[src/hw/rtl/pses_pkg.sv]
package pses_pkg;

  // Format of the samples and of the run counter.
  localparam int SAMPLE_BITS = 16;
  localparam int COUNT_BITS  = 24;
  localparam int FRAC_BITS   = 8;
  localparam int NORM_FRAC   = 16;

  // Derived widths.
  localparam int SUM_BITS     = COUNT_BITS + SAMPLE_BITS;
  localparam int SQ_BITS      = COUNT_BITS + 2 * SAMPLE_BITS;
  localparam int DVD_BITS     = SQ_BITS + 2 * NORM_FRAC;
  localparam int DVS_BITS     = (COUNT_BITS > SAMPLE_BITS) ? COUNT_BITS : SAMPLE_BITS;
  localparam int ROOT_IN_BITS = 2 * SAMPLE_BITS + 2 * NORM_FRAC;
  localparam int ROOT_BITS    = ROOT_IN_BITS / 2;
  localparam int SQRT_STEPS   = ROOT_BITS;
  localparam int STEP_W       = $clog2(DVD_BITS + 1);

  localparam logic [23:0] NORM_MAX = 24'hFFFFFF;

  typedef enum logic [2:0] {
    ST_IDLE,
    ST_DLOAD,
    ST_DSTEP,
    ST_DSTORE,
    ST_SQSTEP,
    ST_FIN
  } state_e;

  typedef enum logic [2:0] {
    OP_MEAN_A,
    OP_MEAN_B,
    OP_MSQ,
    OP_NRM_R,
    OP_NRM_L
  } op_e;

  typedef struct packed {
    logic acc;
    logic div_load;
    logic div_step;
    logic div_store;
    logic sqrt_step;
    logic out_load;
    op_e  op;
  } cmd_t;

  typedef struct packed {
    logic out_busy;
  } sts_t;

endpackage

[src/hw/rtl/pses_ctrl.sv]
module pses_ctrl import pses_pkg::*; (
  input  logic clk_i,
  input  logic rst_ni,
  input  logic s_valid_i,
  input  logic s_last_i,
  output logic s_ready_o,
  input  sts_t sts_i,
  output cmd_t cmd_o
);

  state_e state_q, state_d;
  op_e op_q, op_d;
  logic [STEP_W-1:0] step_q, step_d;

  // State, operation and step counter registers.
  always_ff @(posedge clk_i or negedge rst_ni) begin
    if (!rst_ni) begin
      state_q <= ST_IDLE;
      op_q    <= OP_MEAN_A;
      step_q  <= '0;
    end else begin
      state_q <= state_d;
      op_q    <= op_d;
      step_q  <= step_d;
    end
  end

  // Next state: a last word runs the divisions and the root in a fixed order.
  always_comb begin
    state_d = state_q;
    op_d    = op_q;
    step_d  = step_q;
    unique case (state_q)
      ST_IDLE: begin
        if (s_valid_i && s_last_i) begin
          state_d = ST_DLOAD;
          op_d    = OP_MEAN_A;
        end
      end
      ST_DLOAD: begin
        state_d = ST_DSTEP;
        step_d  = '0;
      end
      ST_DSTEP: begin
        step_d = step_q + 1'b1;
        if (step_q == STEP_W'(DVD_BITS - 1)) state_d = ST_DSTORE;
      end
      ST_DSTORE: begin
        unique case (op_q)
          OP_MEAN_A: begin
            op_d    = OP_MEAN_B;
            state_d = ST_DLOAD;
          end
          OP_MEAN_B: begin
            op_d    = OP_MSQ;
            state_d = ST_DLOAD;
          end
          OP_MSQ: begin
            state_d = ST_SQSTEP;
            step_d  = '0;
          end
          OP_NRM_R: begin
            op_d    = OP_NRM_L;
            state_d = ST_DLOAD;
          end
          default: state_d = ST_FIN;
        endcase
      end
      ST_SQSTEP: begin
        step_d = step_q + 1'b1;
        if (step_q == STEP_W'(SQRT_STEPS - 1)) begin
          state_d = ST_DLOAD;
          op_d    = OP_NRM_R;
        end
      end
      ST_FIN: begin
        if (!sts_i.out_busy) state_d = ST_IDLE;
      end
      default: state_d = ST_IDLE;
    endcase
  end

  // Commands to the datapath.
  always_comb begin
    cmd_o           = '0;
    cmd_o.op        = op_q;
    s_ready_o       = 1'b0;
    unique case (state_q)
      ST_IDLE: begin
        s_ready_o = 1'b1;
        cmd_o.acc = s_valid_i;
      end
      ST_DLOAD:  cmd_o.div_load  = 1'b1;
      ST_DSTEP:  cmd_o.div_step  = 1'b1;
      ST_DSTORE: cmd_o.div_store = 1'b1;
      ST_SQSTEP: cmd_o.sqrt_step = 1'b1;
      ST_FIN:    cmd_o.out_load  = !sts_i.out_busy;
      default: ;
    endcase
  end

endmodule

[src/hw/rtl/pses_dp.sv]
module pses_dp import pses_pkg::*; (
  input  logic         clk_i,
  input  logic         rst_ni,
  input  cmd_t         cmd_i,
  output sts_t         sts_o,
  input  logic [15:0]  sample_a_i,
  input  logic [15:0]  sample_b_i,
  output logic         m_valid_o,
  input  logic         m_ready_i,
  output logic [199:0] m_data_o,
  output logic         m_user_o
);

  // Run accumulators.
  logic [COUNT_BITS-1:0]         count_q;
  logic signed [SUM_BITS-1:0]    sum_a_q, sum_b_q;
  logic [SQ_BITS-1:0]            sq_q;
  logic [SAMPLE_BITS-1:0]        peak_q;
  logic signed [SAMPLE_BITS-1:0] low_a_q, high_a_q, low_b_q, high_b_q;

  logic signed [SAMPLE_BITS-1:0] a, b;
  logic signed [SAMPLE_BITS:0]   diff;
  logic [SAMPLE_BITS:0]          ad_full;
  logic [SAMPLE_BITS-1:0]        ad;
  logic [2*SAMPLE_BITS-1:0]      ad_sq;

  assign a       = $signed(sample_a_i[SAMPLE_BITS-1:0]);
  assign b       = $signed(sample_b_i[SAMPLE_BITS-1:0]);
  assign diff    = (SAMPLE_BITS+1)'(a) - (SAMPLE_BITS+1)'(b);
  assign ad_full = diff[SAMPLE_BITS] ? (SAMPLE_BITS+1)'(-diff) : (SAMPLE_BITS+1)'(diff);
  assign ad      = ad_full[SAMPLE_BITS-1:0];
  assign ad_sq   = ad * ad;

  // Accumulate a word until the counter is full; the result clears the run.
  always_ff @(posedge clk_i or negedge rst_ni) begin
    if (!rst_ni) begin
      count_q  <= '0;
      sum_a_q  <= '0;
      sum_b_q  <= '0;
      sq_q     <= '0;
      peak_q   <= '0;
      low_a_q  <= '0;
      high_a_q <= '0;
      low_b_q  <= '0;
      high_b_q <= '0;
    end else if (cmd_i.out_load) begin
      count_q <= '0;
      sum_a_q <= '0;
      sum_b_q <= '0;
      sq_q    <= '0;
      peak_q  <= '0;
    end else if (cmd_i.acc && (count_q != '1)) begin
      if (count_q == '0) begin
        low_a_q  <= a;
        high_a_q <= a;
        low_b_q  <= b;
        high_b_q <= b;
      end else begin
        if (a < low_a_q)  low_a_q  <= a;
        if (a > high_a_q) high_a_q <= a;
        if (b < low_b_q)  low_b_q  <= b;
        if (b > high_b_q) high_b_q <= b;
      end
      sum_a_q <= sum_a_q + SUM_BITS'(a);
      sum_b_q <= sum_b_q + SUM_BITS'(b);
      sq_q    <= sq_q + SQ_BITS'(ad_sq);
      if (ad > peak_q) peak_q <= ad;
      count_q <= count_q + 1'b1;
    end
  end

  // Operands of the shared divider.
  logic [SAMPLE_BITS-1:0] rng;
  logic                   rz;
  logic [SUM_BITS-1:0]    mag_a, mag_b;

  assign rng   = SAMPLE_BITS'(high_a_q - low_a_q);
  assign rz    = (rng == '0);
  assign mag_a = sum_a_q[SUM_BITS-1] ? SUM_BITS'(-sum_a_q) : SUM_BITS'(sum_a_q);
  assign mag_b = sum_b_q[SUM_BITS-1] ? SUM_BITS'(-sum_b_q) : SUM_BITS'(sum_b_q);

  // Restoring divider, one quotient bit per step.
  logic [DVD_BITS-1:0] dvd_q;
  logic [DVS_BITS-1:0] rem_q, dvsr_q;
  logic                neg_q;
  logic [DVS_BITS:0]   trial_sh, trial;
  logic                ge;

  assign trial_sh = {rem_q, dvd_q[DVD_BITS-1]};
  assign ge       = (trial_sh >= {1'b0, dvsr_q});
  assign trial    = trial_sh - {1'b0, dvsr_q};

  // Square root, two radicand bits per step.
  logic [ROOT_IN_BITS-1:0] sq_n_q, res_q, bit_q, res_bit;
  logic [ROOT_BITS-1:0]    root;
  logic [ROOT_BITS-1:0]    root_sh;

  assign res_bit = res_q + bit_q;
  assign root    = res_q[ROOT_BITS-1:0];
  assign root_sh = root >> (NORM_FRAC - FRAC_BITS);

  logic [23:0] mean_a_q, mean_b_q, nr_q, nl_q;
  logic [23:0] quo_lo, quo_sat;

  assign quo_lo  = dvd_q[23:0];
  assign quo_sat = (|dvd_q[DVD_BITS-1:24]) ? NORM_MAX : quo_lo;

  always_ff @(posedge clk_i) begin
    if (cmd_i.div_load) begin
      rem_q <= '0;
      unique case (cmd_i.op)
        OP_MEAN_A: begin
          dvd_q  <= DVD_BITS'(mag_a) << FRAC_BITS;
          dvsr_q <= DVS_BITS'(count_q);
          neg_q  <= sum_a_q[SUM_BITS-1];
        end
        OP_MEAN_B: begin
          dvd_q  <= DVD_BITS'(mag_b) << FRAC_BITS;
          dvsr_q <= DVS_BITS'(count_q);
          neg_q  <= sum_b_q[SUM_BITS-1];
        end
        OP_MSQ: begin
          dvd_q  <= DVD_BITS'(sq_q) << (2 * NORM_FRAC);
          dvsr_q <= DVS_BITS'(count_q);
          neg_q  <= 1'b0;
        end
        OP_NRM_R: begin
          dvd_q  <= DVD_BITS'(root);
          dvsr_q <= DVS_BITS'(rng);
          neg_q  <= 1'b0;
        end
        default: begin
          dvd_q  <= DVD_BITS'(peak_q) << NORM_FRAC;
          dvsr_q <= DVS_BITS'(rng);
          neg_q  <= 1'b0;
        end
      endcase
    end else if (cmd_i.div_step) begin
      dvd_q <= {dvd_q[DVD_BITS-2:0], ge};
      rem_q <= ge ? trial[DVS_BITS-1:0] : trial_sh[DVS_BITS-1:0];
    end

    // Capture the quotient where the current operation sends it.
    if (cmd_i.div_store) begin
      unique case (cmd_i.op)
        OP_MEAN_A: mean_a_q <= neg_q ? 24'(-quo_lo) : quo_lo;
        OP_MEAN_B: mean_b_q <= neg_q ? 24'(-quo_lo) : quo_lo;
        OP_MSQ: begin
          sq_n_q <= dvd_q[ROOT_IN_BITS-1:0];
          res_q  <= '0;
          bit_q  <= ROOT_IN_BITS'(1) << (ROOT_IN_BITS - 2);
        end
        OP_NRM_R: nr_q <= quo_sat;
        default:  nl_q <= quo_sat;
      endcase
    end else if (cmd_i.sqrt_step) begin
      if (sq_n_q >= res_bit) begin
        sq_n_q <= sq_n_q - res_bit;
        res_q  <= (res_q >> 1) + bit_q;
      end else begin
        res_q <= res_q >> 1;
      end
      bit_q <= bit_q >> 2;
    end
  end

  // Output register with its valid flag.
  logic         out_valid_q;
  logic [199:0] out_data_q;
  logic         out_user_q;

  always_ff @(posedge clk_i or negedge rst_ni) begin
    if (!rst_ni) begin
      out_valid_q <= 1'b0;
    end else if (cmd_i.out_load) begin
      out_valid_q <= 1'b1;
    end else if (m_ready_i) begin
      out_valid_q <= 1'b0;
    end
  end

  always_ff @(posedge clk_i) begin
    if (cmd_i.out_load) begin
      out_data_q <= {rz ? NORM_MAX : nl_q,
                     rz ? NORM_MAX : nr_q,
                     16'(peak_q),
                     root_sh[23:0],
                     mean_b_q,
                     mean_a_q,
                     16'(high_b_q),
                     16'(low_b_q),
                     16'(high_a_q),
                     16'(low_a_q)};
      out_user_q <= rz;
    end
  end

  assign sts_o.out_busy = out_valid_q && !m_ready_i;
  assign m_valid_o      = out_valid_q;
  assign m_data_o       = out_data_q;
  assign m_user_o       = out_user_q;

endmodule

[src/hw/rtl/paired_stream_error_statistics_unit.sv]
// Paired-stream error statistics. Each input word carries a pair of signed
// samples and a last flag; the pair is folded into exact running sums, a sum
// of squared differences, the peak absolute difference and the extremes of
// both streams. A word that is not last does not stall the input. A last word is
// accumulated too, and then the block runs five divisions on a shared
// restoring divider and a square root of SQRT_STEPS steps, during which
// s_axis_tready_o is low. The result word then goes to the output
// register, which holds it until taken; new words are accepted meanwhile.
// The counter saturates at 2^COUNT_BITS - 1 pairs; later pairs of that run
// are ignored. A zero range of A sets tuser and saturates both normalized
// values.
module paired_stream_error_statistics_unit import pses_pkg::*; (
  input  logic         clk_i,
  input  logic         rst_ni,
  input  logic         s_axis_tvalid_i,
  output logic         s_axis_tready_o,
  // sample_a [15:0], sample_b [31:16]
  input  logic [31:0]  s_axis_tdata_i,
  input  logic         s_axis_tlast_i,
  output logic         m_axis_tvalid_o,
  input  logic         m_axis_tready_i,
  // min_a, max_a, min_b, max_b, mean_a, mean_b, rmse, abs_error_max,
  // rmse_normalized, abs_error_max_normalized (lowest bit up)
  output logic [199:0] m_axis_tdata_o,
  // range_zero
  output logic         m_axis_tuser_o
);

  cmd_t cmd;
  sts_t sts;

  pses_ctrl u_ctrl (
    .clk_i     (clk_i),
    .rst_ni    (rst_ni),
    .s_valid_i (s_axis_tvalid_i),
    .s_last_i  (s_axis_tlast_i),
    .s_ready_o (s_axis_tready_o),
    .sts_i     (sts),
    .cmd_o     (cmd)
  );

  pses_dp u_dp (
    .clk_i      (clk_i),
    .rst_ni     (rst_ni),
    .cmd_i      (cmd),
    .sts_o      (sts),
    .sample_a_i (s_axis_tdata_i[15:0]),
    .sample_b_i (s_axis_tdata_i[31:16]),
    .m_valid_o  (m_axis_tvalid_o),
    .m_ready_i  (m_axis_tready_i),
    .m_data_o   (m_axis_tdata_o),
    .m_user_o   (m_axis_tuser_o)
  );

endmodule

[config.mk]
export PLATFORM = sky130hd
export DESIGN_NAME = paired_stream_error_statistics_unit
export DESIGN_NICKNAME = d
export VERILOG_FILES = /design/src/hw/rtl/pses_pkg.sv /design/src/hw/rtl/pses_ctrl.sv /design/src/hw/rtl/pses_dp.sv /design/src/hw/rtl/paired_stream_error_statistics_unit.sv
export SDC_FILE = /design/constraint.sdc
export NUM_CORES = 2
export LEC_CHECK = 0
export ABC_AREA = 0
export BUFFER_PORTS_ARGS = -buffer_cell sky130_fd_sc_hd__buf_4
export CAP_MARGIN = 20
export CORE_ASPECT_RATIO = 0.9
export CORE_UTILIZATION = 35
export DETAILED_ROUTE_END_ITERATION = 6
export HOLD_SLACK_MARGIN = 0.03
export PLACE_DENSITY = 0.51
export SLEW_MARGIN = 20
export SYNTH_ARGS = -nofsm -noshare
export SYNTH_HDL_FRONTEND = slang
export SYNTH_SLANG_ARGS = --single-unit
[constraint.sdc]
create_clock -name clk_i -period 15 [get_ports clk_i]
set_clock_uncertainty 0.15 [all_clocks]
set_input_delay 3 -clock clk_i [delete_from_list [all_inputs] [get_ports clk_i]]
set_output_delay 3 -clock clk_i [all_outputs]
set_load 0.05 [all_outputs]
==> impl_metrics.py <==
metrics = {
    "run_status": {
        "status": "finished with violations",
        "violations": "DRC",
    },
    "yosys": {
        "synth_top_area_frac": 0.287,
        "yosys.area_share.adder": 0.162,
        "post-synth-top-count-cell": "edfxtp_1",
        "synthTopCellsByArea": "edfxtp_1 29%, dfrtp_1 11%, ha_1 9.5%, fa_1 6.7%, xnor2_1 3.7%",
        "syn_inst": 6119,
        "yosys-top-cells-count": "570 x edfxtp_1, 549 x inv_1, 481 x nand2_1",
        "synth_edf_count": 570,
        "synthSimpleGateAreaFrac": 0.139,
        "synth_xor_area_frac": 0.0662,
        "synthDistinctLibCells": 85,
        "avgSynthCellArea_um2": 9.76,
        "synth_ff_type": "edfxtp_1",
        "synth_nets": 6809,
        "syn_area_um2": 59700,
        "async_flop_share": 0.300,
        "synthMuxAreaShare": 0.0184,
        "synth_top_family_by_area": "compound AO/OA/AOI/OAI gates",
        "synth_top_cell_by_area": "edfxtp_1",
        "ys_seq_area_frac": 0.401,
        "synth-seq-cells": 848,
        "synth_compound_area_frac": 0.163,
        "synth_warnings": 0,
    },
    "drt": {
        "totalWireLength_mm": 180,
        "post_drt_wl_per_cell_um": 20.8,
        "drt_pass1_iterations": 7,
        "vias": 46068,
        "viasPerCell": 5.35,
        "drt_iter0_drc": 3585,
        "drc": 16,
        "antenna_left": 0,
    },
    "layout": {
        "multi_input_area_um2": 32900,
        "finalNonFillerCells": 8615,
        "nFillCells": 16686,
        "postLayoutCellArea_um2": 67500,
        "fin_nets": 6972,
        "drive_above_1_share": 0.0992,
        "num_antenna_cells": 0,
        "synthToLayoutAreaGrowth_pct": 13.0,
        "regArea_um2": 24000,
    },
    "clocking": {
        "root_buffer": "clkbuf_16",
        "cts.sinks": 848,
        "postCtsSetupBuffers": 0,
        "clk_pin_slew_worst_paths_ns": 0.06,
        "clock_path_buffers": 3,
        "cts.htree.levels": 3,
        "ctsResizeCount": 0,
        "cts-hold-fix-buffers": 0,
        "cts_inserted_buffers": 99,
        "cts_tree": "yes",
        "clock_latency_ns": 0.76,
    },
    "worst_hold_path": {
        "hold_class": "reg -> reg",
        "whs_endpoint": "u_dp.m_data_o[87]$_DFFE_PP_",
        "holdCritStartpoint": "u_dp.mean_a_q[23]$_DFFE_PP_",
        "holdPathStages": 0,
    },
    "global_route": {
        "antenna_found_initial": 3,
        "grt_pass1_vias": 45618,
        "gr-usage-all-layers": 0.205,
        "grt_overflow_total": 0,
        "grt_max_degree": 127,
        "grt_pass1_wl_mm": 277,
    },
    "critical_path": {
        "reg2regPathDepth": 23,
        "r2r_slack_ns": 7.40,
        "critPathMostFrequentCell": "fa_1",
        "worst_path_largest_cell_delay_ns": 0.76,
        "end_kind": "flop",
        "cp_max_fo": 10,
        "cp_top_family": "adder cells",
        "start_kind": "input pin",
        "crit_required_ns": 15.43,
        "critPathKind": "in -> reg",
        "r2r_start": "u_dp.bit_q[0]$_SDFFCE_PP0P_",
        "worst-path-buf-inv": 6,
        "path_depth": 36,
        "arrival_ns": 13.43,
        "critPathSlowestCell": "xor2_1",
        "worstReg2RegEnd": "u_dp.sq_n_q[52]$_DFFE_PP_",
    },
    "sta": {
        "fin_crit_ns": 13.00,
        "finalSetupViolCount": 0,
        "finalCritPeriodShare": 0.867,
        "rsz0062_at_grt": "no",
        "fmax_mhz": 76.9,
        "setup_tns_ns": 0,
        "slew_headroom": 0.319,
        "tightest_slew_ns": 1.01,
        "drv_slew": 0,
        "hold_violations": 0,
    },
    "die": {
        "die-area_um2": 172000,
        "num_rows": 143,
        "die_w_um": 437,
        "dieHeight_um": 394,
        "ioPinCount": 240,
        "core_um2": 169000,
        "start_util": 0.353,
    },
    "placement": {
        "place_area_um2": 64000,
        "dp_hpwl_mm": 137,
        "dp.cells": 8428,
        "io_buffers": 239,
        "place.gp.congestion": 0.892,
    },
    "run": {
        "maxCapViolations": 0,
    },
}
worst reg2reg max path, delay by kind of cell, from the launching register on:
kind / cells / cell delay [ns]
AOI/OAI and AO/OA: 10 / 2.82
buffers and inverters: 2 / 0.97
xor gates and xnor gates: 1 / 0.15
and+or+nand+nor: 7 / 1.69
adders and majority gates: 3 / 0.92
DFF: 1 / 0.42
layout by cell type, fill, tap and decap left out, types with 72 or more instances in the layout:
| cell | n |
|---|---|
| nand3_1 | 184 |
| xnor2_1 | 254 |
| nand2_1 | 478 |
| inv_1 | 546 |
| clkbuf_16 | 99 |
| buf_4 | 306 |
| nor3_1 | 82 |
| o21ai_0 | 434 |
| a31oi_1 | 77 |
| edfxtp_1 | 570 |
| fa_1 | 199 |
| xor2_1 | 195 |
| nor2_1 | 439 |
| a21oi_1 | 381 |
| nand4_1 | 75 |
| ha_1 | 454 |
| nand2b_1 | 72 |
| a21o_1 | 152 |
| dfrtp_1 | 254 |
worst max-delay path by stage:
stage,startpoint,to
4_1_cts,s_axis_tdata_i[0],u_dp.sq_q[44]$_DFFE_PN0P_
2_1_floorplan,s_axis_tdata_i[0],u_dp.sq_q[51]$_DFFE_PN0P_
3_5_place_dp,s_axis_tdata_i[0],u_dp.sq_q[40]$_DFFE_PN0P_
5_1_grt,s_axis_tdata_i[0],u_dp.sq_q[50]$_DFFE_PN0P_
3_3_place_gp,s_axis_tdata_i[0],u_dp.sq_q[46]$_DFFE_PN0P_
6_report,s_axis_tdata_i[0],u_dp.sq_q[40]$_DFFE_PN0P_
area by class of cell:
type / instances / area share
clock inverter: 66 / 0.0122
sequential: 848 / 0.355
multi-input combinational: 4471 / 0.487
inverter: 555 / 0.0310
clock buffer: 121 / 0.0388
tap: 2247 / 0.0417
timing repair buffer: 307 / 0.0343
routing by layer:
metal | up-vias | global-route usage | part of all wire
met2 | 1059 | 0.316 | 0.44
met3 | 196 | 0.0254 | 0.045
met1 | 22666 | 0.304 | 0.49
met5 | - | 0 | 0.00015
met4 | 4 | 0.0503 | 0.024
li1 | 22143 | - | -
per-stage QoR:
step           hold slack (ns)  setup WS, ns   util
2_1_floorplan            0.250          2.82      -
6_report                 0.266          2.00  0.399
3_5_place_dp             0.255          1.47  0.379
3_3_place_gp             0.253          1.66  0.379
5_1_grt                  0.266          1.48  0.399
4_1_cts                  0.268          2.24  0.399
state kept, by name, summed over array words and instances (netlist names), 32 cells and up:
signal / flops
u_dp.sq_q: 56
u_dp.bit_q: 32
u_dp.m_data_o: 200
u_dp.sum_b_q: 40
u_dp.sum_a_q: 40
u_dp.dvd_q: 88
u_dp.res_q: 64
u_dp.sq_n_q: 64
cells by family (layout without fill, tap and decap cells):
| group | count (synthesis) | in the layout |
|---|---|---|
| AOI/OAI and AO/OA | 1542 | 1542 |
| xor gates and xnor gates | 450 | 450 |
| adders and majority gates | 653 | 653 |
| buffers and inverters | 800 | 1049 |
| DFF | 848 | 848 |
| muxes | 105 | 105 |
| and+or+nand+nor | 1721 | 1721 |
Power is not shown: default switching activity piles up to over one toggle a cycle in this logic, so the estimate is an artifact.
